File: config.mk
export PLATFORM = sky130hd
export DESIGN_NAME = fpsnr_front
export DESIGN_NICKNAME = d
export VERILOG_FILES = /design/src/hdl/fpsnr_pkg.sv /design/src/hdl/fpsnr_front.sv
export SDC_FILE = /design/constraint.sdc
export NUM_CORES = 1
export LEC_CHECK = 0
export ABC_CLOCK_PERIOD_IN_PS = 15500
export BUFFER_PORTS_ARGS = -buffer_cell sky130_fd_sc_hd__buf_2
export CAP_MARGIN = 25
export CORE_AREA = 3 3 223 225
export CTS_BUF_LIST = sky130_fd_sc_hd__clkbuf_16
export DETAILED_ROUTE_END_ITERATION = 10
export DIE_AREA = 0 0 226 228
export HOLD_SLACK_MARGIN = 0.1
export PLACE_DENSITY_LB_ADDON = 0.08
export SLEW_MARGIN = 20
export SYNTH_ARGS = -nofsm -noshare
export SYNTH_HDL_FRONTEND = slang
export SYNTH_SLANG_ARGS = --single-unit
File: constraint.sdc
create_clock -name clk -period 15.5 [get_ports clk]
set_input_delay 3.1 -clock clk [delete_from_list [all_inputs] [get_ports clk]]
set_output_delay 3.1 -clock clk [all_outputs]
set_load 0.01 [all_outputs]
File: src/hdl/fpsnr_pkg.sv
package fpsnr_pkg;

  typedef struct packed {
    logic [7:0] ref_c0;
    logic [7:0] ref_c1;
    logic [7:0] ref_c2;
    logic [7:0] test_c0;
    logic [7:0] test_c1;
    logic [7:0] test_c2;
  } in_item_t;

  typedef struct packed {
    logic [15:0]        frame_index;
    logic [39:0]        sse_c0;
    logic [39:0]        sse_c1;
    logic [39:0]        sse_c2;
    logic signed [15:0] psnr_c0;
    logic signed [15:0] psnr_c1;
    logic signed [15:0] psnr_c2;
    logic [2:0]         zero_error_mask;
  } out_item_t;

  localparam int CFG_W     = 13;
  localparam int CFG_IDX_W = 2;
  localparam int SSE_W     = 40;
  localparam int LOG_FRAC  = 24;

  localparam logic [CFG_IDX_W-1:0] REG_FRAME_WIDTH  = 2'd0;
  localparam logic [CFG_IDX_W-1:0] REG_FRAME_HEIGHT = 2'd1;
  localparam logic [CFG_IDX_W-1:0] REG_PEAK_VALUE   = 2'd2;

  localparam logic [12:0] RST_FRAME_WIDTH  = 13'd1920;
  localparam logic [12:0] RST_FRAME_HEIGHT = 13'd1080;
  localparam logic [7:0]  RST_PEAK_VALUE   = 8'd200;

  // 10*log10(2) in Q2.30
  localparam logic [31:0] DB_PER_OCTAVE = 32'd3232284966;

  localparam logic [15:0] PSNR_MAX = 16'h7FFF;

endpackage

File: src/hdl/fpsnr_front.sv
module fpsnr_front #(
  parameter int MAX_DIM = 4096,
  parameter int N_W     = 26,
  parameter int REC_W   = 178
) (
  input  logic                          clk,
  input  logic                          rst_n,
  input  logic                          cfg_we,
  input  logic [fpsnr_pkg::CFG_IDX_W-1:0] cfg_idx,
  input  logic [fpsnr_pkg::CFG_W-1:0]   cfg_wdata,
  input  logic                          in_push,
  input  fpsnr_pkg::in_item_t           in_data,
  output logic                          in_full,
  output logic                          q_push,
  output logic [REC_W-1:0]              q_rec,
  input  logic                          q_full
);
  import fpsnr_pkg::*;

  localparam int DIM_W = N_W / 2;
  localparam int EXT_W = (DIM_W > CFG_W) ? DIM_W : CFG_W;
  localparam logic [EXT_W-1:0] MAX_EXT = EXT_W'(MAX_DIM);

  logic [12:0] width_r, height_r;
  logic [7:0]  peak_r;
  logic [SSE_W-1:0] sum_r [3];
  logic [SSE_W-1:0] sum_nxt [3];
  logic [N_W-1:0]   cnt_r;
  logic [15:0]      frame_r;

  logic [EXT_W-1:0] w_ext, h_ext, w_cl, h_cl;
  logic [N_W-1:0]   n;
  logic [7:0]       pk1;
  logic [15:0]      pksq;
  logic [N_W:0]     cnt_inc;
  logic             accept, frame_end;
  logic [7:0]       refv [3];
  logic [7:0]       tstv [3];

  always_comb begin
    w_ext = EXT_W'(width_r);
    h_ext = EXT_W'(height_r);
    w_cl  = (w_ext == '0) ? EXT_W'(1) : ((w_ext > MAX_EXT) ? MAX_EXT : w_ext);
    h_cl  = (h_ext == '0) ? EXT_W'(1) : ((h_ext > MAX_EXT) ? MAX_EXT : h_ext);
    n     = N_W'(w_cl[DIM_W-1:0]) * N_W'(h_cl[DIM_W-1:0]);
    pk1   = (peak_r == 8'd0) ? 8'd1 : peak_r;
    pksq  = 16'(pk1) * 16'(pk1);
  end

  assign refv[0] = in_data.ref_c0;
  assign refv[1] = in_data.ref_c1;
  assign refv[2] = in_data.ref_c2;
  assign tstv[0] = in_data.test_c0;
  assign tstv[1] = in_data.test_c1;
  assign tstv[2] = in_data.test_c2;

  // absolute difference, square, saturating accumulate
  always_comb begin
    logic [7:0]       ad;
    logic [15:0]      sq;
    logic [SSE_W:0]   s;
    for (int k = 0; k < 3; k++) begin
      ad = (refv[k] >= tstv[k]) ? (refv[k] - tstv[k]) : (tstv[k] - refv[k]);
      sq = 16'(ad) * 16'(ad);
      s  = {1'b0, sum_r[k]} + (SSE_W + 1)'(sq);
      sum_nxt[k] = s[SSE_W] ? {SSE_W{1'b1}} : s[SSE_W-1:0];
    end
  end

  assign in_full   = q_full;
  assign accept    = in_push && !q_full;
  assign cnt_inc   = (N_W + 1)'(cnt_r) + (N_W + 1)'(1);
  assign frame_end = cnt_inc >= (N_W + 1)'(n);
  assign q_push    = accept && frame_end;
  assign q_rec     = {frame_r, sum_nxt[0], sum_nxt[1], sum_nxt[2], n, pksq};

  always_ff @(posedge clk) begin
    if (!rst_n) begin
      width_r  <= RST_FRAME_WIDTH;
      height_r <= RST_FRAME_HEIGHT;
      peak_r   <= RST_PEAK_VALUE;
    end else if (cfg_we) begin
      case (cfg_idx)
        REG_FRAME_WIDTH:  width_r  <= cfg_wdata;
        REG_FRAME_HEIGHT: height_r <= cfg_wdata;
        REG_PEAK_VALUE:   peak_r   <= cfg_wdata[7:0];
        default: ;
      endcase
    end
  end

  always_ff @(posedge clk) begin
    if (!rst_n) begin
      for (int k = 0; k < 3; k++) sum_r[k] <= '0;
      cnt_r   <= '0;
      frame_r <= '0;
    end else if (accept) begin
      if (frame_end) begin
        for (int k = 0; k < 3; k++) sum_r[k] <= '0;
        cnt_r   <= '0;
        frame_r <= frame_r + 16'd1;
      end else begin
        for (int k = 0; k < 3; k++) sum_r[k] <= sum_nxt[k];
        cnt_r <= cnt_inc[N_W-1:0];
      end
    end
  end

endmodule

Word level (Yosys, flattened, before mapping)
Memory sizes are Yosys's and may differ from the RTL's.
Cells that the tools add are included.
{"block": "word_totals", "inputBits": 68, "memories": 1, "mem_bits_rw": 120, "word_cells": 74, "regBits": 76}
{"block": "classes", "n_bitwise": 6, "eq_ne": 2, "muxes": 27, "order_cmp": 6, "mul": 5, "n_reduce_logical": 11, "addsub": 11}
{"name": "sum_r", "words": 3, "word_bits": 40, "rd": 3, "rd_clocked_by_memory_dff": 0, "write_ports": 3, "line": "fpsnr_front.sv:26", "text": "logic [SSE_W-1:0] sum_r [3];"}
{"operator": "$mux W40", "n": 9}
{"operator": "$add A40 B16 Y41", "n": 3}
{"operator": "$mul A8 B8 Y16", "n": 4}
{"operator": "$mux W13", "n": 4}
{"operator": "$sub A8 B8 Y8", "n": 6}
{"operator": "$mux W8", "n": 4}
{"operator": "$add A26 B1 Y27 const B", "n": 1}
{"operator": "$ge A27 B26 Y1", "n": 1}
{"operator": "$gt A13 B13 Y1 const B", "n": 2}
{"operator": "$logic_not A13 Y1", "n": 2}
{"operator": "$mul A13 B13 Y26", "n": 1}
{"operator": "$mux W26", "n": 1}
{"operator": "$ge A8 B8 Y1", "n": 3}
{"operator": "$add A16 B1 Y16 const B", "n": 1}
{"operator": "$mux W1", "n": 9}
{"operator": "$logic_not A8 Y1", "n": 1}
{"operator": "$reduce_and A2 Y1", "n": 4}
{"operator": "$or A1 B1 Y1", "n": 6}
{"operator": "$eq A2 B1 Y1 const B", "n": 1}
{"operator": "$eq A2 B2 Y1 const B", "n": 1}
{"operator": "$logic_and A1 B1 Y1", "n": 2}
{"operator": "$logic_not A2 Y1", "n": 1}
{"operator": "$logic_not A1 Y1", "n": 1}

Depth between registers and ports, before layout
{"block": "depth", "ltp_word": 11, "mapped_depth": 34, "ltp_nobuf": 31}

Least setup slack after synthesis
No wires, ideal clock.
{"block": "synth_path", "kind": "input port to output port", "start": "in in_data[32] (netlist bit)", "end": "out q_rec[101]", "stages": 26, "setup_slack_ns": 2.338, "n_path_buf": 2, "arrival_ns": 10.062, "path_cell_list": "inv_1 > ha_1 > inv_1 > fa_1 > a21o_1 > a2111oi_1 > nor2_1 > o31a_1 > a41o_1 > and4_1 > o211ai_1 > nor2_1 > fa_1 > fa_1 > fa_1 > fa_1 > ha_1 > a21o_1 > a21o_1 > and2_1 > o21ai_0 > nand3_1 > nand4_1 > clkbuf_1 > clkbuf_1 > nand3_1"}
{"block": "synth_via", "elab_chain_cells": 5}
{"element": "start, declared", "line": "fpsnr_front.sv:12", "text": "input fpsnr_pkg::in_item_t in_data,"}
{"element": "$sub A8 B8 Y8 or $ge A8 B8 Y1 (tied branches)", "line": "fpsnr_front.sv:63", "text": "ad = (refv[k] >= tstv[k]) ? (refv[k] - tstv[k]) : (tstv[k] - refv[k]);"}
{"element": "$mux W8 (*)", "line": "fpsnr_front.sv:63"}
{"element": "$mul A8 B8 Y16 (*)", "line": "fpsnr_front.sv:64", "text": "sq = 16'(ad) * 16'(ad);"}
{"element": "$add A40 B16 Y41 (*)", "line": "fpsnr_front.sv:65", "text": "s = {1'b0, sum_r[k]} + (SSE_W + 1)'(sq);"}
{"element": "$mux W40 (*)", "line": "fpsnr_front.sv:66", "text": "sum_nxt[k] = s[SSE_W] ? {SSE_W{1'b1}} : s[SSE_W-1:0];"}
{"element": "end, declared", "line": "fpsnr_front.sv:15", "text": "output logic [REC_W-1:0] q_rec,"}
Every way passes the cells marked *; elsewhere a longest branch is shown, timed or not.

Worst setup path in the final report
{"block": "layout_path", "start": "in in_data[32] (netlist bit)", "end": "out q_rec[117]"}
Same word-level chain as after synthesis.

==> impl_metrics.json <==
{
  "status": "complete, no violations",
  "cts-htree-levels": 4,
  "synth_ff_type": "edfxtp_1",
  "synth_cell_types": 74,
  "yosysWarnings": 0,
  "gp_congestion": 0.896,
  "start_util": 0.550,
  "cts_resized": 0,
  "tns_ns": 0,
  "clockRootBuffer": "clkbuf_16",
  "antenna_found_initial": 0,
  "yosysTopAreaCell": "fa_1",
  "syn_avg_cell_area_um2": 8.61,
  "slew_viol_final": 0,
  "endpoint_kind": "output pin",
  "ys_ff_latch": 196,
  "syn_nets": 3681,
  "vias_per_cell": 5.66,
  "rows": 80,
  "synth_top_area_share": 0.206,
  "worst_pin_slew_ns": 1.03,
  "yosysMostFrequentCell": "inv_1",
  "pin_count": 248,
  "cts_setup_buffers": 0,
  "die-area_um2": 51500,
  "synthTopCellsByCount": "483 x inv_1, 327 x nand2_1, 295 x ha_1",
  "firstDrtPassIters": 5,
  "final_nets": 3853,
  "grt_pass1_wl_um": 111000,
  "min_path_cells": 2,
  "async_reset_ff_frac": 0,
  "cts_buffer_depth": 2,
  "cts_made_buffers": 17,
  "cp.arrival_ns": 11.15,
  "synth_area_leaders": "fa_1 21%, ha_1 14%, edfxtp_1 14%, inv_1 6.9%, dfxtp_1 5.8%",
  "fp.dieH_um": 228,
  "syn-cell-area_um2": 26200,
  "cts.sinks": 196,
  "clkSlewWorstSetupHoldPaths_ns": 0.07,
  "dieWidth_um": 226,
  "skew_ns": 0.0192,
  "timing.hold.worst.start": "w_ext[0]$_SDFFE_PN0P_",
  "critPathMaxFanout": 12,
  "r2r_setup_slack_ns": 6.69,
  "relSlewSlack": 0.309,
  "setup_viol": 0,
  "vias": 21800,
  "hp-class": "flip-flop to flip-flop",
  "hold_violations": 0,
  "max_freq_mhz": 70.2,
  "grt_pass1_vias": 22300,
  "hpwl_um": 53100,
  "synth_edf_count": 120,
  "area_delta_synth_final_pct": 8.96,
  "grt_usage": 0.264,
  "min_to": "w_ext[0]$_SDFFE_PN0P_",
  "post-route-min-period_ns": 14.25,
  "cts_tree": "done",
  "grt_max_degree": 77,
  "totalWireLength_um": 66200,
  "grt_overflow": 0,
  "r2r_start": "h_ext[12]$_SDFFE_PN0P_",
  "worstSkewPairLatency_ns": 0.49,
  "syn-instance-count": 3048,
  "crit_required_ns": 12.40,
  "hold_buffers": 0,
  "drive_gt1_frac": 0.111,
  "reg2reg_to": "sum_r[0][117]$_SDFFCE_PN0P_",
  "remaining_drc_errors": 0,
  "critical_path_class": "input pin to output pin",
  "wire_per_inst_um": 17.2,
  "cap_violations": 0,
  "ys_seq_area_frac": 0.195,
  "reg2reg_depth": 29,
  "rsz0062_at_grt": "false",
  "drt_iter0_drc": 1289,
  "ant_nets": 0,
  "core-area_um2": 47700,
  "startpoint_type": "input pin",
  "port_buffers": 246,
  "min_period_over_period": 0.920
}
sequential cells by signal, indices dropped and copies added, names as in the netlist:
name	cells
cnt_r	26
frame_r	16
h_ext	13
peak_r	8
sum_r	120
w_ext	13
kinds of logic (layout without fill, tap and decap cells):
kind of cell             Yosys count  count (layout)  share of synthesized area
flip-flops                       196             196                      0.195
AND/OR/NAND/NOR                  991             991                      0.183
adder cells (fa/ha/maj)          565             565                      0.347
other                              1               2                   0.000143
AO/OA/AOI/OAI                    501             501                      0.122
XOR/XNOR                         161             161                     0.0537
buffers and inverters            599             784                     0.0865
multiplexers                      34              34                     0.0135
critical path, cell delays in order:
cell and delay [ns]:
buf_2 0.11, inv_1 0.05, ha_1 0.14, inv_1 0.06
fa_1 0.39, a21o_1 0.19, a2111oi_1 0.67, nor2_1 0.16
o31a_1 0.33, a41o_1 0.28, and4_1 0.19, o211ai_1 0.53
nor2_1 0.15, fa_1 0.56, fa_1 0.52, fa_1 0.47
fa_1 0.48, ha_1 0.38, a21o_1 0.20, a21o_1 0.21
a211o_1 0.30, nor3_1 0.23, nor3_1 0.12, nor2_1 0.72
nor4_1 0.11, or3_1 0.33, buf_2 0.16
metal layers:
| layer | GRT usage | vias up | wire length (µm) |
|---|---|---|---|
| met2 | 0.442 | 581 | 31800 |
| met1 | 0.353 | 10700 | 29000 |
| met5 | 0 | - | 0 |
| li1 | - | 10400 | - |
| met3 | 0.0363 | 102 | 3340 |
| met4 | 0.0868 | 0 | 2020 |
cells in the final DEF, fill, tap and decap left out, types with 30 or more instances in the layout:
| master | instances |
|---|---|
| a21o_1 | 47 |
| a21oi_1 | 200 |
| a31oi_1 | 39 |
| and2_1 | 72 |
| and3_1 | 41 |
| buf_2 | 246 |
| dfxtp_1 | 76 |
| edfxtp_1 | 120 |
| fa_1 | 270 |
| ha_1 | 295 |
| inv_1 | 482 |
| nand2_1 | 326 |
| nand2b_1 | 57 |
| nand3_1 | 60 |
| nor2_1 | 209 |
| nor2b_1 | 44 |
| nor3_1 | 49 |
| o21ai_0 | 59 |
| or2_2 | 30 |
| xnor2_1 | 98 |
| xor2_1 | 63 |
final cells by class:
cell class              instances  area [µm²]
clock inverters                15         170
inverters                     483        1820
diodes                          1        2.50
fillers                      4318       19100
well taps                     615         769
clock buffers                  17         425
repair buffers                269        1420
flip-flops and latches        196        5120
multi-input cells            2253       18900
how the worst max path moves through the flow:
stage	start	end	slack, ns	cells past startpoint
CTS	in_data[32]	q_rec[117]	1.34	27
detailed placement	in_data[40]	q_rec[159]	1.36	26
global route	in_data[32]	q_rec[117]	0.73	27
finish	in_data[32]	q_rec[117]	1.25	27
floorplan	in_data[32]	q_rec[101]	2.34	26
global placement	in_data[24]	q_rec[77]	1.49	28
metrics by stage:
step | instance area (µm²) | setup WS, ns | instances | hold slack, ns | util
6_report | 28600 | 1.25 | 3849 | 0.471 | 0.599
5_1_grt | 28600 | 0.732 | 3848 | 0.503 | 0.599
4_1_cts | 28600 | 1.34 | 3845 | 0.466 | 0.598
3_5_place_dp | 28000 | 1.36 | 3813 | 0.456 | 0.586
3_3_place_gp | 27900 | 1.49 | 3811 | 0.448 | 0.585
2_1_floorplan | 26200 | 2.34 | 3048 | 0.436 | -
Power is left out: the tool's default activity adds up to more than one toggle a clock period on the data nets, which glitch-free logic cannot reach.
