[config.mk]
export PLATFORM = sky130hd
export DESIGN_NAME = fpsnr_queue
export DESIGN_NICKNAME = d
export VERILOG_FILES = /design/src/hdl/fpsnr_pkg.sv /design/src/hdl/fpsnr_queue.sv
export SDC_FILE = /design/constraint.sdc
export NUM_CORES = 1
export LEC_CHECK = 0
export ABC_AREA = 1
export BUFFER_PORTS_ARGS = -buffer_cell sky130_fd_sc_hd__buf_2
export CAP_MARGIN = 10
export CORE_UTILIZATION = 40
export CTS_BUF_LIST = sky130_fd_sc_hd__clkbuf_8
export CTS_CLUSTER_SIZE = 25
export DETAILED_ROUTE_END_ITERATION = 10
export PLACE_DENSITY = 0.65
export SKIP_CTS_REPAIR_TIMING = 1
export SYNTH_ARGS = -nofsm -noshare
export SYNTH_HDL_FRONTEND = slang
export SYNTH_SLANG_ARGS = --single-unit
[constraint.sdc]
create_clock -name clk -period 8.5 [get_ports clk]
set_clock_uncertainty 0.15 [all_clocks]
set_input_delay 0.425 -clock clk [delete_from_list [all_inputs] [get_ports clk]]
set_output_delay 0.425 -clock clk [all_outputs]
set_load 0.05 [all_outputs]
[src/hdl/fpsnr_pkg.sv]
package fpsnr_pkg;

  typedef struct packed {
    logic [7:0] ref_c0;
    logic [7:0] ref_c1;
    logic [7:0] ref_c2;
    logic [7:0] test_c0;
    logic [7:0] test_c1;
    logic [7:0] test_c2;
  } in_item_t;

  typedef struct packed {
    logic [15:0]        frame_index;
    logic [39:0]        sse_c0;
    logic [39:0]        sse_c1;
    logic [39:0]        sse_c2;
    logic signed [15:0] psnr_c0;
    logic signed [15:0] psnr_c1;
    logic signed [15:0] psnr_c2;
    logic [2:0]         zero_error_mask;
  } out_item_t;

  localparam int CFG_W     = 13;
  localparam int CFG_IDX_W = 2;
  localparam int SSE_W     = 40;
  localparam int LOG_FRAC  = 24;

  localparam logic [CFG_IDX_W-1:0] REG_FRAME_WIDTH  = 2'd0;
  localparam logic [CFG_IDX_W-1:0] REG_FRAME_HEIGHT = 2'd1;
  localparam logic [CFG_IDX_W-1:0] REG_PEAK_VALUE   = 2'd2;

  localparam logic [12:0] RST_FRAME_WIDTH  = 13'd1920;
  localparam logic [12:0] RST_FRAME_HEIGHT = 13'd1080;
  localparam logic [7:0]  RST_PEAK_VALUE   = 8'd200;

  // 10*log10(2) in Q2.30
  localparam logic [31:0] DB_PER_OCTAVE = 32'd3232284966;

  localparam logic [15:0] PSNR_MAX = 16'h7FFF;

endpackage

[src/hdl/fpsnr_queue.sv]
module fpsnr_queue #(
  parameter int W = 178
) (
  input  logic         clk,
  input  logic         rst_n,
  input  logic         push,
  input  logic [W-1:0] wdata,
  output logic         full,
  input  logic         pop,
  output logic [W-1:0] rdata,
  output logic         empty
);
  import fpsnr_pkg::*;

  logic [W-1:0] slot_r [2];
  logic         wp_r, rp_r;
  logic [1:0]   cnt_r;

  assign full  = (cnt_r == 2'd2);
  assign empty = (cnt_r == 2'd0);
  assign rdata = slot_r[rp_r];

  always_ff @(posedge clk) begin
    if (push) slot_r[wp_r] <= wdata;
  end

  always_ff @(posedge clk) begin
    if (!rst_n) begin
      wp_r  <= 1'b0;
      rp_r  <= 1'b0;
      cnt_r <= 2'd0;
    end else begin
      if (push) wp_r <= ~wp_r;
      if (pop)  rp_r <= ~rp_r;
      cnt_r <= cnt_r + 2'(push) - 2'(pop);
    end
  end

endmodule

Yosys cells after proc, flatten, opt, wreduce, memory -nomap -nowiden --
Memory sizes are Yosys's and may differ from the RTL's. A register that Yosys moved wholly into a read port is not among the register bits. Index checks and enable logic that the tools add are counted.
Storage, ports and cells: register bits 4, memory bits (writable) 356, word-level logic and storage cells 14, memories kept 1
Operators by class: add/sub/neg operators 2, equality and inequality tests 1, muxes and demuxes 4, bitwise gates (word level) 2, reduce and logical (&&, ||, !) cells 1
Memories:
- slot_r | words 2, bits a word 178, read ports 1, clocked after memory_dff 1, write ports 1, RTL line fpsnr_queue.sv:15 | logic [W-1:0] slot_r [2];
Operators by type and width (count):
- 2-to-1 mux 1 bit | 4
- adder 2 x 1 -> 2 bit | 1
- equality test 2 bit (second input constant) | 1
- zero test 2 bit | 1
- NOT 1 bit | 2
- subtractor 2 x 1 -> 2 bit | 1

Logic depth before layout (Yosys ltp) --
Gate-level depths: netlist (run 1).
depth after elaboration 3, depth in mapped cells 9

Least setup slack after synthesis (run 1) --
Ideal clock, no wire load.
path type input to register, from input push, to memory slot_r[0][0], enable pin, setup time 0.724 ns, arrival 7.905 ns, data required time 7.626 ns, slack -0.278 ns, stages on the path 2, path buffers 0, cells stage by stage inv_1 -> nor2_1
On the way: word-level cells in the longest chain between the ends 2
Ends and longest elaborated chain:
- from (decl) | RTL line fpsnr_queue.sv:6 | input logic push,
- 2-to-1 mux 1 bit | RTL line fpsnr_queue.sv:24 | if (push) slot_r[wp_r] <= wdata;
- 2-to-1 mux 1 bit (not written as such) | RTL line fpsnr_queue.sv:24
- to (decl) | RTL line fpsnr_queue.sv:15
Every way passes these cells.

==> results.toml, run 1 <==
[logic_synthesis]
ys.flop_type = "edfxtp_1"
synth.area.mux_share_pct = 17.7
postSynth.asyncResetShare_pct = 0
synth.avg_cell_area_um2 = 23.0
synth.distinct_cells = 12
synth_top_cell_area_share_pct = 79.2
synth-edff-count = 356
synth-compound-area-share_pct = 0.0371
syn_nets = 771
synth_top_family_by_area = "multiplexers"
synth_most_common_cell = "edfxtp_1"
yosysTopAreaCell = "edfxtp_1"
syn_area_um2 = 13500
yosys-top-cells-count = "356 x edfxtp_1, 101 x mux2_4, 77 x mux2_2"
synth-simple-area-share_pct = 0.510
synthAdderAreaFrac_pct = 0.185
synth_area_leaders = "edfxtp_1 79%, mux2_4 11%, mux2_2 6.4%"
yosysWarnings = 0
yosysSeqAreaShare_pct = 80.0
syn_inst = 587
yosys.area_share.xor_xnor_pct = 0
synth_seq_cells = 361

[grt]
grt_first_pass_wirelength_um = 37700
grt_start_max_net_pins = 75
antenna_found_initial = 1
track_usage_pct = 14.5
grt_pass1_vias = 6901
overflow = 0

[clock_network]
cts_tree = "done"
insertion_delay_ns = 0.58
clk_pin_slew_ns = 0.06
cts-root-buf = "clkbuf_8"
htree_num_levels = 2
cts_buffers = 57
cts_sinks = 361
clock_path_buffers = 3

[critical_path]
end_kind = "output port"
reg2reg_depth = 2
crit_type = "reg2out"
worstPathMaxFanout = 47
arrival_ns = 3.34
required_ns = 7.93
cp-start-kind = "register"

[route]
ant_nets = 0
post-route-drc-count = 0
routed_wirelength_um = 28500
routedWlPerCell_um = 17.1
vias = 7481
firstDrtPassIters = 4
drtIter0Drc = 336
drt-vias-per-instance = 4.49

[floorplan]
core_region_area_um2 = 32900
ios = 362
rows = 66
dieArea_um2 = 34500
die_w_um = 186
die_h_um = 186
initial_core_util_pct = 41.1

[sta]
worst_slew_pin_slew_ns = 1.06
max_freq_ghz = 0.256
post-route-min-period_ns = 3.91
setup_tns_ns = 0
finalHoldViolations = 0
finalSetupViolations = 0
rsz0062_at_grt = "false"
final-max-slew-violation-count = 0
finalCritPeriodShare_pct = 46.0
relSlewSlack_pct = 29.3
fin_hold_ws_ns = 0.361

[run_status]
status = "complete, no violations"

[hold_path]
whs_path_depth = 2
hold_class = "reg2reg"

[final_layout]
area_growth_syn_to_layout_pct = 38.0
layout.nets = 1359
drive_gt1_share_pct = 50.6

[placement]
hpwlAfterDp_um = 17500
portBuffers = 361
gp_congestion = 0.751

[job]
max-cap-violations = 0

[power]
power.leakage_uw = 0.00738
p_per_area_nw_per_um2 = 223
ir_drop_mv = 0.134
==> routing by layer <==
layer | part of all wire, % | global-route usage, % | up-vias
met3 | 8.3 | 5.48 | 51
met1 | 41 | 17.5 | 3612
met5 | 0 | 0 | -
met2 | 49 | 23.5 | 312
li1 | - | - | 3506
met4 | 2.0 | 5.51 | 0
==> kinds of logic after synthesis <==
| kind of cell | count (synthesis) |
|---|---|
| and+or+nand+nor | 18 |
| muxes | 178 |
| DFF | 361 |
| buffers and inverters | 27 |
| AOI/OAI and AO/OA | 1 |
| adders and majority gates | 2 |
==> worst paths after layout <==
| path | start | end | slack [ns] |
|---|---|---|---|
| setup / recovery | register | rdata[41] | 4.59 |
| hold / removal | rp_r | rp_r | 0.36 |
| setup reg to reg | wp_r | slot_r[0][150] | 5.85 |
| hold reg to reg | rp_r | rp_r | 0.36 |
==> critical path, cell delays in order, from the launching register on <==
cell and delay [ns]:
dfxtp_4 0.64, buf_4 0.72, buf_4 0.69, mux2_2 0.41, buf_2 0.21
==> power by group <==
part | leakage, µW | internal (µW) | switching (µW)
Sequential | 0.00338 | 2070 | 28.3
Combinational | 0.00336 | 242 | 448
Clock | 0.000638 | 732 | 642
Total | 0.00738 | 3040 | 1120
==> state kept, by name (all words and copies together), names as in the netlist, named ones only <==
signal,flops
cnt_r,2
rp_r,1
slot_r,356
wp_r,1
==> stage by stage <==
step / utilization, % / power (µW) / std cells / instance area (µm²) / setup WS (ns)
finish: 56.7 / 4160 / 1665 / 18600 / 4.59
global route: 56.7 / 4320 / 1665 / 18600 / 4.37
CTS: 51.1 / 4140 / 1483 / 16800 / 4.51
detailed placement: 47.9 / 2750 / 1377 / 15700 / 5.16
global placement: 47.9 / 2750 / 1377 / 15700 / 5.20
floorplan: - / 2610 / 587 / 13500 / 2.83
==> area by class of cell <==
type | count | area, µm²
well taps | 442 | 553
inverters | 7 | 31.3
fillers | 2570 | 14200
clock inverters | 47 | 267
multi-input cells | 199 | 2490
repair buffers | 549 | 3670
clock buffers | 59 | 812
diodes | 1 | 2.50
flip-flops and latches | 361 | 10800
==> cell usage in the layout (no fill, tap or decap) <==
cell type,n
clkinvlp_4,1
clkinv_2,6
mux2_2,77
nand3_1,1
dfxtp_1,4
nand2_1,8
inv_6,1
clkinv_1,13
inv_1,30
buf_4,7
clkbuf_8,59
nor2_4,1
nor2_1,8
edfxtp_1,356
dlygate4sd3_1,181
mux2_4,101
a21oi_1,1
bufinv_16,3
dfxtp_4,1
buf_2,361
ha_1,2
diode_2,1
Power figures use the tool's default switching activity.
==> inputs of run 2 (changes only) <==
- ABC_AREA: 1 -> 0
- PLACE_DENSITY: 0.65 -> 0.62
- clock period: 8.5 -> 3.9 ns (I/O delays scaled with it)
==> results.toml, run 2 <==
[run_status]
status = "complete, no violations"

[final_layout]
final_common_cell = "buf_2"
drive_gt1_share_pct = 51.2
n_antenna_cell = 0
layout.nets = 1354
top_register = "slot_r"
top_regs = "slot_r (356), cnt_r (2)"
final.fill_count = 2618
largest_reg_flops = 356
area_growth_syn_to_layout_pct = 38.6
layout_common_cells = "361 x buf_2, 356 x edfxtp_1, 182 x dlygate4sd3_1"

[floorplan]
die_h_um = 186
die_w_um = 186
dieArea_um2 = 34500
ios = 362
core_region_area_um2 = 32900
initial_core_util_pct = 41.1
rows = 66

[sta]
finalHoldViolations = 0
finalCritPeriodShare_pct = 63.6
post-route-min-period_ns = 2.48
relSlewSlack_pct = 46.8
finalSetupViolations = 0
fin_hold_ws_ns = 0.180
max_freq_ghz = 0.403
final-max-slew-violation-count = 0
worst_slew_pin_slew_ns = 0.797
setup_tns_ns = 0
rsz0062_at_grt = "false"

[logic_synthesis]
synth.distinct_cells = 14
yosysWarnings = 0
yosysTopAreaCell = "edfxtp_1"
ys.flop_type = "edfxtp_1"
synth_area_leaders = "edfxtp_1 79%, mux2_4 11%, mux2_2 6.4%"
synth.avg_cell_area_um2 = 23.5
syn_inst = 575
yosysSeqAreaShare_pct = 80.0
synth_seq_cells = 361
synth-edff-count = 356
synth_most_common_cell = "edfxtp_1"
postSynth.asyncResetShare_pct = 0
syn_nets = 759
synth_top_cell_area_share_pct = 79.2
syn_area_um2 = 13500
yosys-top-cells-count = "356 x edfxtp_1, 101 x mux2_4, 77 x mux2_2"

[route]
routed_wirelength_um = 28400
vias = 7537
top_layer = "met4"
ant_nets = 0
drtIter0Drc = 370
wl_met1_um = 11200
wl_met2_um = 14300
met3_length_um = 2100
post-route-drc-count = 0
drt-vias-per-instance = 4.54
routedWlPerCell_um = 17.1
firstDrtPassIters = 4

[clock_network]
insertion_delay_ns = 0.58
clk_pin_slew_ns = 0.06
htree_num_levels = 2
cts_tree = "done"
clock_path_buffers = 3
cts-root-buf = "clkbuf_8"
cts_sinks = 361
cts_buffers = 59

[critical_path]
timing.rr.start = "wp_r"
worstPathCellList = "buf_12 > mux2_2 > buf_2"
end_kind = "output port"
cp_slowest_stage_delay_ns = 0.42
worstPathMaxFanout = 90
required_ns = 3.56
arrival_ns = 2.14
crit_path_top_delay_cell = "buf_12"
reg2reg_depth = 3
cp-start-kind = "register"
crit_type = "reg2out"
rrSetupSlack_ns = 1.92
r2r_end = "wp_r"

[power]
p_per_area_nw_per_um2 = 491
power.leakage_uw = 0.00738
ir_drop_mv = 0.316

[grt]
track_usage_pct = 14.6
overflow = 0
grt_pass1_vias = 7075
antenna_found_initial = 0
grt_start_max_net_pins = 91
grt_first_pass_wirelength_um = 38000

[placement]
gp_congestion = 0.735
hpwlAfterDp_um = 17200
portBuffers = 361

[hold_path]
holdPathEnd = "slot_r[1][27]"
hold_class = "in2reg"
whs_path_depth = 2
hold_start = "wdata[27]"

[job]
max-cap-violations = 0
## run 2: how the worst max path moves through the flow
| stage | to | slack [ns] | depth (start not counted) |
|---|---|---|---|
| after floorplan | slot_r[0][0] | 0.35 | 1 |
| after global placement | slot_r[1][17] | 1.94 | 2 |
| after detailed placement | slot_r[0][46] | 1.90 | 3 |
| after CTS | rdata[46] | 1.38 | 3 |
| after global routing | rdata[24] | 1.31 | 3 |
| final | rdata[24] | 1.42 | 3 |
## run 2: area by class of cell
type                    count  area, µm²  area share (%)
multi-input cells         192       2510            13.4
well taps                 442        553            2.96
flip-flops and latches    361      10800            57.7
clock inverters            48        230            1.23
inverters                   2       7.51          0.0401
clock buffers              60        826            4.41
repair buffers            554       3790            20.2
## run 2: kinds of logic after synthesis
family                     Yosys count  synth area share (%)
adders and majority gates            2                 0.185
buffers and inverters               22                  1.49
AOI/OAI and AO/OA                    1                0.0557
xor gates and xnor gates             2                 0.232
and+or+nand+nor                      9                 0.399
DFF                                361                  80.0
muxes                              178                  17.7
## run 2: worst max-delay path: cells and delay by family, from the launching register on
family   cells  cell delay (ns)
flops        1             0.37
buf+inv      2             0.63
mux          1             0.41
## run 2: layer usage
metal	vias up	track usage [%]
li1	3492	-
met1	3684	16.9
met2	289	24.6
met3	72	5.36
met4	0	6.03
met5	-	0
## run 2: power by group
part	switching (µW)	internal, µW	total (µW)	leakage, µW
Sequential	49.3	4490	4540	0.00338
Clock	1430	1490	2920	0.000616
Combinational	1110	607	1720	0.00338
## run 2: metrics by stage
step / area (µm²) / setup WS, ns / util [%] / power, µW / instances
CTS: 16900 / 1.38 / 51.4 / 9130 / 1477
finish: 18700 / 1.42 / 56.9 / 9180 / 1659
global placement: 15800 / 1.94 / 48.2 / 6180 / 1369
detailed placement: 15800 / 1.90 / 48.2 / 6190 / 1369
global route: 18700 / 1.31 / 56.9 / 9540 / 1659
floorplan: 13500 / 0.354 / - / 5830 / 575
==> inputs of run 3 (changes only) <==
- PLACE_DENSITY: 0.62 -> 0.65
- clock period: 3.9 -> 2.12 ns (I/O delays scaled with it)
==> results.toml, run 3 (same netlist as run 2, synthesis figures left out) <==
[run_status]
status = "complete, but fails checks"
violations = "negative setup slack"

[critical_path]
crit_type = "reg2out"
reg2reg_depth = 4
cp_slowest_stage_delay_ns = 0.40
timing.rr.start = "wp_r"
worstPathMaxFanout = 19
crit_path_top_delay_cell = "dfxtp_4"
r2r_end = "wp_r"
cp-start-kind = "register"
rrSetupSlack_ns = 0.37
worstPathCellList = "buf_12 > buf_16 > mux2_2 > buf_2"
arrival_ns = 1.92
end_kind = "output port"
required_ns = 1.86

[route]
drtIter0Drc = 320
firstDrtPassIters = 4
routedWlPerCell_um = 18.2
post-route-drc-count = 0
routed_wirelength_um = 30700
vias = 7681
ant_nets = 0
drt-vias-per-instance = 4.57

[hold_path]
holdPathEnd = "slot_r[1][128]"
hold_class = "in2reg"
whs_path_depth = 2
hold_start = "wdata[128]"

[sta]
fin_ws_ns = -0.0555
finalCritPeriodShare_pct = 103
relSlewSlack_pct = 66.7
final-max-slew-violation-count = 0
rsz0062_at_grt = "true"
worst_slew_pin_slew_ns = 0.500
max_freq_ghz = 0.460
finalSetupViolations = 59
post-route-min-period_ns = 2.18
finalHoldViolations = 0

[clock_network]
clk_pin_slew_ns = 0.06
clock_path_buffers = 3
cts_sinks = 361
cts-root-buf = "clkbuf_8"
htree_num_levels = 2
insertion_delay_ns = 0.58
cts_buffers = 57
cts_tree = "done"

[final_layout]
n_antenna_cell = 0
top_register = "slot_r"
utilization_pct = 58.9
final.fill_count = 2461
area_growth_syn_to_layout_pct = 43.5
final_common_cell = "edfxtp_1"
final_cell_count_no_fill = 1682
drive_gt1_share_pct = 52.3
top_regs = "slot_r (356), cnt_r (2)"
layout.nets = 1382
regArea_um2 = 10800
layout_common_cells = "356 x edfxtp_1, 303 x buf_2, 182 x dlygate4sd3_1"
largest_reg_flops = 356
multi_input_area_um2 = 2520

[placement]
hpwlAfterDp_um = 18300
portBuffers = 361
dp_cells = 1388
gp_congestion = 0.734
pre_cts_ws_ns = 0.439

[job]
max-cap-violations = 0

[floorplan]
ios = 362
die_h_um = 186
die_w_um = 186
core_region_area_um2 = 32900
rows = 66
dieArea_um2 = 34500
initial_core_util_pct = 41.1

[grt]
grt_pass1_vias = 7005
antenna_found_initial = 0
overflow = 0
track_usage_pct = 14.9
grt_first_pass_wirelength_um = 38600
grt_start_max_net_pins = 80

[power]
power.leakage_uw = 0.00767
p_per_area_nw_per_um2 = 875
ir_drop_mv = 0.553
-- run 3: changes by cell type in the layout (fill, tap and decap cells not counted), moves of 2 or more --
| cell | before | now |
|---|---|---|
| mux2_2 | 77 | 74 |
| buf_4 | 5 | 43 |
| clkinv_2 | 5 | 3 |
| buf_6 | 0 | 24 |
| clkbuf_16 | 0 | 5 |
| clkbuf_4 | 0 | 9 |
| buf_2 | 361 | 303 |
| buf_8 | 0 | 3 |
| buf_12 | 6 | 11 |
| mux2_4 | 101 | 104 |
| buf_16 | 0 | 4 |
-- run 3: worst max-delay path, delay by kind of cell, from the launching register on --
kind | cells | cell delay (ns)
mux | 1 | 0.36
flops | 1 | 0.40
buf+inv | 3 | 0.56
-- run 3: power breakdown --
group / leakage, µW / internal, µW / switching (µW) / total (µW)
clock: 0.000577 / 2560 / 2540 / 5100
combinational: 0.00370 / 1350 / 2120 / 3480
sequential: 0.00338 / 8260 / 100 / 8360
total: 0.00767 / 12200 / 4760 / 16900
-- run 3: final cells by class --
class                      instances  area share [%]
clock buffer                      59            4.19
sequential                       361            55.8
tap                              442            2.86
multi-input combinational        192            13.0
inverter                           2          0.0388
timing repair buffer             584            23.2
clock inverter                    42           0.879
-- run 3: metrics by stage --
step	hold WS, ns	power (µW)	TNS [ns]	instance area [µm²]
3_3_place_gp	0.144	11400	0	16000
3_5_place_dp	0.148	11500	0	16000
4_1_cts	-0.507	16600	-20.61	17000
5_1_grt	0.0534	17600	-12.85	19400
2_1_floorplan	0.0549	10700	-433.31	13500
6_report	0.0935	16900	-1.07	19400
-- run 3: routing by layer --
metal	wire length, µm	vias up	share of wire (%)	global-route usage [%]
li1	-	3556	-	-
met1	11800	3775	39	17.1
met2	15900	304	52	25.3
met3	2410	46	7.9	5.83
met4	568	0	1.9	5.18
met5	0	-	0	0
-- run 3: worst max-delay path by stage --
stage	from	slack (ns)	cells after the start	endpoint
after floorplan	wp_r	-1.41	1	slot_r[0][0]
after global placement	register	0.46	4	rdata[42]
after detailed placement	register	0.44	4	rdata[141]
after CTS	register	-0.22	4	rdata[141]
after global routing	register	-0.14	4	rdata[2]
final	register	-0.06	4	rdata[48]
