--- src/hdl/fpsnr_pkg.sv ---
package fpsnr_pkg;

  typedef struct packed {
    logic [7:0] ref_c0;
    logic [7:0] ref_c1;
    logic [7:0] ref_c2;
    logic [7:0] test_c0;
    logic [7:0] test_c1;
    logic [7:0] test_c2;
  } in_item_t;

  typedef struct packed {
    logic [15:0]        frame_index;
    logic [39:0]        sse_c0;
    logic [39:0]        sse_c1;
    logic [39:0]        sse_c2;
    logic signed [15:0] psnr_c0;
    logic signed [15:0] psnr_c1;
    logic signed [15:0] psnr_c2;
    logic [2:0]         zero_error_mask;
  } out_item_t;

  localparam int CFG_W     = 13;
  localparam int CFG_IDX_W = 2;
  localparam int SSE_W     = 40;
  localparam int LOG_FRAC  = 24;

  localparam logic [CFG_IDX_W-1:0] REG_FRAME_WIDTH  = 2'd0;
  localparam logic [CFG_IDX_W-1:0] REG_FRAME_HEIGHT = 2'd1;
  localparam logic [CFG_IDX_W-1:0] REG_PEAK_VALUE   = 2'd2;

  localparam logic [12:0] RST_FRAME_WIDTH  = 13'd1920;
  localparam logic [12:0] RST_FRAME_HEIGHT = 13'd1080;
  localparam logic [7:0]  RST_PEAK_VALUE   = 8'd200;

  // 10*log10(2) in Q2.30
  localparam logic [31:0] DB_PER_OCTAVE = 32'd3232284966;

  localparam logic [15:0] PSNR_MAX = 16'h7FFF;

endpackage

--- src/hdl/fpsnr_back.sv ---
module fpsnr_back #(
  parameter int PSNR_FRAC_BITS = 8,
  parameter int N_W            = 26,
  parameter int REC_W          = 178
) (
  input  logic                 clk,
  input  logic                 rst_n,
  input  logic [REC_W-1:0]     q_rec,
  input  logic                 q_empty,
  output logic                 q_pop,
  output logic                 out_empty,
  input  logic                 out_pop,
  output fpsnr_pkg::out_item_t out_data
);
  import fpsnr_pkg::*;

  localparam int X_W = ((16 + N_W) > SSE_W) ? (16 + N_W) : SSE_W;
  localparam int E_W = $clog2(X_W);
  localparam int L_W = E_W + LOG_FRAC;
  localparam int P_W = L_W + 32;
  localparam int SH  = LOG_FRAC + 30 - PSNR_FRAC_BITS;

  localparam logic [3:0] S_IDLE = 4'd0;
  localparam logic [3:0] S_NUM  = 4'd1;
  localparam logic [3:0] S_LOAD = 4'd2;
  localparam logic [3:0] S_NORM = 4'd3;
  localparam logic [3:0] S_SQ   = 4'd4;
  localparam logic [3:0] S_DEC  = 4'd5;
  localparam logic [3:0] S_DIFF = 4'd6;
  localparam logic [3:0] S_PMUL = 4'd7;
  localparam logic [3:0] S_RND  = 4'd8;
  localparam logic [3:0] S_OUT  = 4'd9;

  logic [3:0]       st_r;
  logic [15:0]      fidx_r;
  logic [SSE_W-1:0] sse_r [3];
  logic [N_W-1:0]   n_r;
  logic [15:0]      pksq_r;
  logic [X_W-1:0]   num_r, xs_r;
  logic [E_W-1:0]   e_r;
  logic [31:0]      m_r;
  logic [63:0]      prod_r;
  logic [LOG_FRAC-1:0] frac_r;
  logic [4:0]       bit_r;
  logic [1:0]       op_r, k_r;
  logic [L_W-1:0]   ln_r;
  logic [L_W-1:0]   ls_r [3];
  logic             neg_r;
  logic [L_W-1:0]   mag_r;
  logic [P_W-1:0]   pp_r;
  logic [15:0]      psnr_r [3];
  out_item_t        out_r;
  logic             out_valid_r;

  logic [32:0]         mp;
  logic [LOG_FRAC-1:0] frac_nxt;
  logic [P_W:0]        rsum, rq;
  logic [15:0]         psnr_nxt;
  logic [X_W-1:0]      opnd;

  assign out_empty = !out_valid_r;
  assign out_data  = out_r;
  assign q_pop     = (st_r == S_IDLE) && !q_empty;

  assign mp       = prod_r[63:31];
  assign frac_nxt = {frac_r[LOG_FRAC-2:0], mp[32]};

  always_comb begin
    case (op_r)
      2'd0:    opnd = num_r;
      2'd1:    opnd = X_W'(sse_r[0]);
      2'd2:    opnd = X_W'(sse_r[1]);
      default: opnd = X_W'(sse_r[2]);
    endcase
    if (opnd == '0) opnd = X_W'(1);
  end

  // round halves away from zero, restore sign, saturate; a zero sum gives the top value
  always_comb begin
    rsum = {1'b0, pp_r} + ((P_W + 1)'(1) << (SH - 1));
    rq   = rsum >> SH;
    if (neg_r) begin
      if (rq > (P_W + 1)'(32768)) rq = (P_W + 1)'(32768);
      psnr_nxt = 16'((P_W + 1)'(0) - rq);
    end else begin
      if (rq > (P_W + 1)'(32767)) rq = (P_W + 1)'(32767);
      psnr_nxt = rq[15:0];
    end
    if (sse_r[k_r] == '0) psnr_nxt = PSNR_MAX;
  end

  always_ff @(posedge clk) begin
    case (st_r)
      S_IDLE: begin
        fidx_r   <= q_rec[REC_W-1 -: 16];
        sse_r[0] <= q_rec[REC_W-17 -: SSE_W];
        sse_r[1] <= q_rec[REC_W-57 -: SSE_W];
        sse_r[2] <= q_rec[REC_W-97 -: SSE_W];
        n_r      <= q_rec[16 +: N_W];
        pksq_r   <= q_rec[15:0];
      end
      S_NUM: num_r <= X_W'((16 + N_W)'(pksq_r) * (16 + N_W)'(n_r));
      S_LOAD: begin
        xs_r <= opnd;
        e_r  <= E_W'(X_W - 1);
      end
      S_NORM: begin
        if (xs_r[X_W-1]) begin
          m_r    <= xs_r[X_W-1 -: 32];
          frac_r <= '0;
          bit_r  <= '0;
        end else begin
          xs_r <= {xs_r[X_W-2:0], 1'b0};
          e_r  <= e_r - E_W'(1);
        end
      end
      S_SQ: prod_r <= 64'(m_r) * 64'(m_r);
      S_DEC: begin
        m_r    <= mp[32] ? mp[32:1] : mp[31:0];
        frac_r <= frac_nxt;
        bit_r  <= bit_r + 5'd1;
        if (bit_r == 5'(LOG_FRAC - 1)) begin
          if (op_r == 2'd0) ln_r <= {e_r, frac_nxt};
          else ls_r[op_r - 2'd1] <= {e_r, frac_nxt};
        end
      end
      S_DIFF: begin
        neg_r <= ls_r[k_r] > ln_r;
        mag_r <= (ls_r[k_r] > ln_r) ? (ls_r[k_r] - ln_r) : (ln_r - ls_r[k_r]);
      end
      S_PMUL: pp_r <= P_W'(mag_r) * P_W'(DB_PER_OCTAVE);
      S_RND:  psnr_r[k_r] <= psnr_nxt;
      default: ;
    endcase
  end

  always_ff @(posedge clk) begin
    if (!rst_n) begin
      st_r        <= S_IDLE;
      op_r        <= 2'd0;
      k_r         <= 2'd0;
      out_valid_r <= 1'b0;
    end else begin
      // load a finished result, or drop the one just taken
      if (st_r == S_OUT && (!out_valid_r || out_pop)) out_valid_r <= 1'b1;
      else if (out_pop) out_valid_r <= 1'b0;
      case (st_r)
        S_IDLE: if (!q_empty) st_r <= S_NUM;
        S_NUM: begin
          op_r <= 2'd0;
          st_r <= S_LOAD;
        end
        S_LOAD: st_r <= S_NORM;
        S_NORM: if (xs_r[X_W-1]) st_r <= S_SQ;
        S_SQ:   st_r <= S_DEC;
        S_DEC: begin
          if (bit_r == 5'(LOG_FRAC - 1)) begin
            op_r <= op_r + 2'd1;
            if (op_r == 2'd3) begin
              k_r  <= 2'd0;
              st_r <= S_DIFF;
            end else begin
              st_r <= S_LOAD;
            end
          end else begin
            st_r <= S_SQ;
          end
        end
        S_DIFF: st_r <= S_PMUL;
        S_PMUL: st_r <= S_RND;
        S_RND: begin
          k_r  <= (k_r == 2'd2) ? 2'd0 : k_r + 2'd1;
          st_r <= (k_r == 2'd2) ? S_OUT : S_DIFF;
        end
        S_OUT: if (!out_valid_r || out_pop) st_r <= S_IDLE;
        default: st_r <= S_IDLE;
      endcase
    end
  end

  always_ff @(posedge clk) begin
    if (st_r == S_OUT && (!out_valid_r || out_pop)) begin
      out_r.frame_index     <= fidx_r;
      out_r.sse_c0          <= sse_r[0];
      out_r.sse_c1          <= sse_r[1];
      out_r.sse_c2          <= sse_r[2];
      out_r.psnr_c0         <= psnr_r[0];
      out_r.psnr_c1         <= psnr_r[1];
      out_r.psnr_c2         <= psnr_r[2];
      out_r.zero_error_mask <= {sse_r[2] == '0, sse_r[1] == '0, sse_r[0] == '0};
    end
  end

endmodule

--- config.mk ---
export PLATFORM = sky130hd
export DESIGN_NAME = fpsnr_back
export DESIGN_NICKNAME = d
export VERILOG_FILES = /design/src/hdl/fpsnr_pkg.sv /design/src/hdl/fpsnr_back.sv
export SDC_FILE = /design/constraint.sdc
export NUM_CORES = 2
export LEC_CHECK = 0
export CELL_PAD_IN_SITES_DETAIL_PLACEMENT = 2
export CELL_PAD_IN_SITES_GLOBAL_PLACEMENT = 2
export CORE_AREA = 3 3 515 466
export CTS_CLUSTER_DIAMETER = 60
export DETAILED_ROUTE_END_ITERATION = 8
export DIE_AREA = 0 0 518 469
export DONT_BUFFER_PORTS = 1
export MAX_ROUTING_LAYER = met4
export PLACE_DENSITY_LB_ADDON = 0.08
export RECOVER_POWER = 25
export SLEW_MARGIN = 20
export SYNTH_ARGS = -nofsm -noshare
export SYNTH_HDL_FRONTEND = slang
export SYNTH_SLANG_ARGS = --single-unit
export TNS_END_PERCENT = 5
--- constraint.sdc ---
create_clock -name clk -period 32.1 [get_ports clk]
set_input_delay 3.21 -clock clk [delete_from_list [all_inputs] [get_ports clk]]
set_output_delay 3.21 -clock clk [all_outputs]
set_load 0.02 [all_outputs]
== Yosys cells after proc, flatten, opt, wreduce, memory -nomap -nowiden ==
Memory sizes are Yosys's and may differ from the RTL's. A register that Yosys moved wholly into a read port is not among the register bits.
Index checks and enable logic that the tools add are counted.
Widths: inputs -> output; s select.
Storage, ports and cells
  word-level logic and storage cells: 131
  latch bits: 0
  bits in registers: 542
  input bits: 182
  ROM bits: 0
  RAM bits: 258
  memories: 3
  output and inout bits: 189
Memories
  sse_r: words 3, width 40, read ports 4, clocked after Yosys merged registers in 1, wr ports 3, line fpsnr_back.sv:36  | logic [SSE_W-1:0] sse_r [3];
  ls_r: words 3, width 30, read ports 1, clocked after Yosys merged registers in 1, wr ports 1, line fpsnr_back.sv:47  | logic [L_W-1:0] ls_r [3];
  psnr_r: words 3, width 16, read ports 3, clocked after Yosys merged registers in 3, wr ports 1, line fpsnr_back.sv:51  | logic [15:0] psnr_r [3];
Cells by class
  shift operators: 0
  multiply operators: 3
  bitwise operators: 0
  add/sub/neg operators: 9
  divide/modulo/power cells: 0
  mux-type cells: 46
  order comparisons: 3
  equality and inequality tests: 20
  reduce and logical (&&, ||, !) cells: 23
Operators by type and width (count)
  $logic_not 40->1: 4
  $pmux 42 s3: 1
  $mux 42: 2
  $pmux 42 s2: 1
  $mux 16: 5
  $mul 32x32->64: 1
  $mux 32: 2
  $pmux 32 s2: 1
  $add 62x46->63 const B: 1
  $mul 30x31->61 const B: 1
  $sub 30x30->30: 2
  $pmux 23 s2: 1
  $logic_not 42->1: 1
  $mul 16x26->42: 1
  $pmux 4 s10: 1
  $gt 30x30->1: 1
  $mux 30: 1
  $mux 23: 1
  $mux 4: 5
  $gt 17x15->1 const B: 1
  $gt 17x16->1 const B: 1
  $eq 4x3->1 const B: 4
  $mux 2: 8
  $sub 1x16->16 const A: 1
  26 further kinds: 56

== Longest topological paths before layout ==
  depth after elaboration: 7
  mapped depth: 30

== Worst setup path before layout ==
No wires, ideal clock.
  kind: reg2out
  start: reg st_r[1]
  end: out q_pop
  arrival time: 18.486 ns
  stages on the path, launching flop included: 4
  setup slack: 10.404 ns
  required time: 28.890 ns
  path through: dfxtp_1 > clkbuf_1 > nor4_1 > nor2b_1
On the way
  cells in the longest elaborated chain, start to end: 2
Ends and longest elaborated chain
  from (decl): line fpsnr_back.sv:34  | logic [3:0] st_r;
  from (signal assigned): line fpsnr_back.sv:173  | st_r <= (k_r == 2'd2) ? S_OUT : S_DIFF;
  $logic_not 4->1: line fpsnr_back.sv:63  | assign q_pop = (st_r == S_IDLE) && !q_empty;
  $logic_and 1x1->1: line fpsnr_back.sv:63
  to (decl): line fpsnr_back.sv:10  | output logic q_pop,
No other way between the ends.

== Worst setup path after layout ==
  start: reg m_r[9]
  end: reg prod_r[62], data pin
On the way
  cells in the longest elaborated chain, start to end: 1
Ends and longest elaborated chain
  from (decl): line fpsnr_back.sv:41  | logic [31:0] m_r;
  from (signal assigned): line fpsnr_back.sv:109  | m_r <= xs_r[X_W-1 -: 32];
  from (signal assigned): line fpsnr_back.sv:119  | m_r <= mp[32] ? mp[32:1] : mp[31:0];
  $mul 32x32->64: line fpsnr_back.sv:117  | S_SQ: prod_r <= 64'(m_r) * 64'(m_r);
  to (signal assigned): line fpsnr_back.sv:117
  to (decl): line fpsnr_back.sv:42  | logic [63:0] prod_r;
No other way between the ends.
A chain may end at the register's enable or synchronous reset.

==> impl_metrics.prom <==
# TYPE chip_impl_metric gauge
chip_impl_metric{name="num-nets-final",unit=""} 10066
chip_impl_metric{name="clk_latency",unit="ps"} 740
chip_impl_metric{name="yosys_warnings",unit=""} 0
chip_impl_metric{name="ff_latch_area",unit="um2"} 23160
chip_impl_metric{name="worst_slack",unit="ps"} 23020
chip_impl_metric{name="grtUsageTotal",unit="%"} 24.30
chip_impl_metric{name="multi_input_comb_area",unit="um2"} 53500
chip_impl_metric{name="mapped_area",unit="um2"} 84440
chip_impl_metric{name="global_route.overflow_total",unit=""} 0
chip_impl_metric{name="die_area",unit="um2"} 242900
chip_impl_metric{name="gp_congestion",unit=""} 0.8367
chip_impl_metric{name="clock_skews",unit="ps"} 54.76
chip_impl_metric{name="synth-seq-cells",unit=""} 775
chip_impl_metric{name="worst_setup_slack_after_placement",unit="ps"} 22970
chip_impl_metric{name="post_synth_inst_count",unit=""} 7753
chip_impl_metric{name="number_of_synthesized_flops_with_an_enable_pin",unit=""} 764
chip_impl_metric{name="arrival_time_worst_endpoint",unit="ps"} 9560
chip_impl_info{name="worst_setup_path_start_kind",value="register"} 1
chip_impl_metric{name="floorplan.core_area",unit="um2"} 235100
chip_impl_info{name="rsz0062_at_grt",value="no"} 1
chip_impl_info{name="dominantRegCellSynth",value="sky130_fd_sc_hd__edfxtp_1"} 1
chip_impl_metric{name="detailed_place_hpwl",unit="um"} 231000
chip_impl_metric{name="die_h",unit="um"} 469
chip_impl_metric{name="grt_antenna_before_repair",unit=""} 25
chip_impl_metric{name="worstHoldPathCells",unit=""} 0
chip_impl_metric{name="ctsResizeCount",unit=""} 0
chip_impl_metric{name="floorplan.initialDensity",unit="%"} 35.91
chip_impl_metric{name="nFillCells",unit=""} 24673
chip_impl_metric{name="portBuffers",unit=""} 0
chip_impl_metric{name="tightest_slew",unit="ps"} 2580
chip_impl_metric{name="post-route-period-util",unit="%"} 28.28
chip_impl_metric{name="detail_route.wl_per_cell",unit="um"} 25.96
chip_impl_info{name="outcome",value="finished, violations left"} 1
chip_impl_info{name="tritoncts",value="done"} 1
chip_impl_metric{name="synth_nets",unit=""} 10136
chip_impl_metric{name="grt_pass1_vias",unit=""} 63851
chip_impl_metric{name="chipWidth",unit="um"} 518
chip_impl_metric{name="setup_tns",unit="ps"} 0
chip_impl_metric{name="cts.path.max_buffers",unit=""} 3
chip_impl_metric{name="routed-via-count",unit=""} 55154
chip_impl_metric{name="grt_max_degree",unit=""} 86
chip_impl_metric{name="finalWorstPathRequiredPeriod",unit="ps"} 9078
chip_impl_info{name="end_kind",value="register"} 1
chip_impl_metric{name="slew_violations",unit=""} 153
chip_impl_metric{name="cts-htree-levels",unit=""} 3
chip_impl_metric{name="numCtsBuffers",unit=""} 99
chip_impl_metric{name="ff2ff_path_depth",unit=""} 24
chip_impl_metric{name="max-slew-margin-rel",unit="%"} -71.97
chip_impl_info{name="most-common-layout-cells",value="1819 x sky130_fd_sc_hd__inv_1, 1335 x sky130_fd_sc_hd__fa_1, 863 x sky130_fd_sc_hd__ha_1"} 1
chip_impl_metric{name="number_of_rows_in_the_core_area",unit=""} 169
chip_impl_metric{name="async_flop_share",unit="%"} 0
chip_impl_info{name="setup.worst_path.class",value="register to register"} 1
chip_impl_metric{name="ioPinCount",unit=""} 371
chip_impl_metric{name="area_growth",unit="%"} 8.391
chip_impl_metric{name="vias_cell",unit=""} 5.042
chip_impl_metric{name="syn_area_per_cell",unit="um2"} 10.89
chip_impl_info{name="hold_path_class",value="register to register"} 1
chip_impl_metric{name="layout-drive-gt1-share",unit="%"} 4.044
chip_impl_metric{name="synth.yosys.seq_area_share",unit="%"} 27.43
chip_impl_metric{name="post_cts_buffers",unit=""} 0
chip_impl_metric{name="setup_violations",unit=""} 0
chip_impl_metric{name="max-cap-violations",unit=""} 5
chip_impl_metric{name="clk_pin_slew_worst_setup_hold_paths",unit="ps"} 60
chip_impl_metric{name="final_hold_viol_count",unit=""} 0
chip_impl_metric{name="postRouteAntennaNets",unit=""} 0
chip_impl_info{name="mostFrequentLayoutCell",value="sky130_fd_sc_hd__inv_1"} 1
chip_impl_info{name="failed_checks",value="max-capacitance violations, max-slew violations"} 1
chip_impl_metric{name="first_pass_grt_wire_length",unit="um"} 427000
chip_impl_metric{name="number_of_violations_reported_at_the_end_of_detailed_routing_iteration_0",unit=""} 3407
chip_impl_metric{name="drtPass1Iterations",unit=""} 6
chip_impl_metric{name="path_max_fanout",unit=""} 18
chip_impl_metric{name="count_of_hold_buffers_inserted_by_post_cts_repair",unit=""} 0
chip_impl_metric{name="drc_errors",unit=""} 0
chip_impl_metric{name="worst_setup_slack_for_register_to_register_paths",unit="ps"} 23020
chip_impl_info{name="clockRootBuffer",value="sky130_fd_sc_hd__clkbuf_16"} 1
chip_impl_metric{name="clock-sinks",unit=""} 775
chip_impl_metric{name="max_clock_freq",unit="MHz"} 110.2
chip_impl_metric{name="detail_route.wirelength",unit="um"} 283900
chip_impl_metric{name="synthDistinctLibCells",unit=""} 85
chip_impl_metric{name="worstPathRequired",unit="ps"} 32580
## cells by family after synthesis
logic type | count (synthesis) | synth area share (%)
adder cells (fa/ha/maj) | 2201 | 44.48
buffers and inverters | 2087 | 9.320
AND/OR/NAND/NOR | 1620 | 9.615
AO/OA/AOI/OAI | 802 | 6.249
flip-flops | 775 | 27.43
XOR/XNOR | 184 | 1.908
multiplexers | 83 | 0.9913
other | 1 | 0.004441
## metal layers
| metal | up-vias | wire length, um | global-route usage (%) |
|---|---|---|---|
| li1 | 24457 | - | - |
| met1 | 29530 | 133500 | 33.55 |
| met2 | 944 | 135600 | 39.65 |
| met3 | 223 | 10750 | 2.641 |
| met4 | 0 | 4035 | 3.385 |
| met5 | - | 0 | - |
## registers in the layout, summed over array words and instances, names as in the netlist, 32 cells and up, named ones only
signal / cells
ls_r: 90
xs_r: 42
m_r: 32
num_r: 42
out_data: 187
psnr_r: 48
prod_r: 33
sse_r: 120
## layout make-up
type / count / area share, %
Antenna cell: 11 / 0.03007
Clock buffer: 126 / 2.943
Clock inverter: 56 / 0.7081
Inverter: 1820 / 7.464
Multi-Input combinational cell: 4891 / 58.45
Sequential cell: 775 / 25.31
Tap cell: 3163 / 4.324
Timing Repair Buffer: 96 / 0.7669
## Yosys cell counts (all sizes together) (41+ instances only)
cell,number,share of area (%)
a21o,128,1.1
a21oi,195,1.2
and2,476,3.5
clkbuf,235,1.0
edfxtp,764,27
fa,1335,32
ha,866,13
inv,1820,8.1
mux2i,78,0.92
nand2,648,2.9
nand3,44,0.26
nand3b,46,0.41
nand4,58,0.43
nor2,156,0.69
nor4,41,0.30
o21ai,217,1.3
xnor2,104,1.1
xor2,80,0.83
## per-stage QoR
| step | cell area (um2) | util [%] | cells | hold WS [ps] |
|---|---|---|---|---|
| after floorplan | 84440 | - | 7753 | 400.3 |
| final | 91530 | 38.93 | 10938 | 383.7 |
| after global routing | 91510 | 38.92 | 10933 | 384.6 |
| after detailed placement | 88180 | 37.50 | 10745 | 406.5 |
| after global placement | 88180 | 37.50 | 10745 | 400.4 |
| after CTS | 91530 | 38.93 | 10927 | 377.7 |
## path summary, 6_finish.rpt
check               startpoint          end
hold reg to reg   psnr_r[2][4]  out_data[7]
setup / recovery        m_r[9]   prod_r[62]
setup reg to reg        m_r[9]   prod_r[62]
hold / removal    psnr_r[2][4]  out_data[7]
## worst max-delay path: stages, from the launching register on
cell and delay, ps:
sky130_fd_sc_hd__edfxtp_1 690, sky130_fd_sc_hd__buf_4 400, sky130_fd_sc_hd__inv_1 230, sky130_fd_sc_hd__nor2_1 260
sky130_fd_sc_hd__fa_1 480, sky130_fd_sc_hd__fa_1 550, sky130_fd_sc_hd__inv_1 60, sky130_fd_sc_hd__fa_1 460
sky130_fd_sc_hd__fa_1 550, sky130_fd_sc_hd__inv_1 60, sky130_fd_sc_hd__fa_1 470, sky130_fd_sc_hd__fa_1 450
sky130_fd_sc_hd__fa_1 430, sky130_fd_sc_hd__fa_1 410, sky130_fd_sc_hd__ha_1 390, sky130_fd_sc_hd__a21o_1 190
sky130_fd_sc_hd__a21o_1 170, sky130_fd_sc_hd__a21o_1 220, sky130_fd_sc_hd__nand3b_1 210, sky130_fd_sc_hd__o32a_1 430
sky130_fd_sc_hd__o21ai_1 620, sky130_fd_sc_hd__o21ai_0 410, sky130_fd_sc_hd__a21oi_1 350, sky130_fd_sc_hd__o21ai_0 170
sky130_fd_sc_hd__xor2_1 160
Power is not shown: default switching activity piles up to over one toggle a cycle in this logic, so the estimate is an artifact.
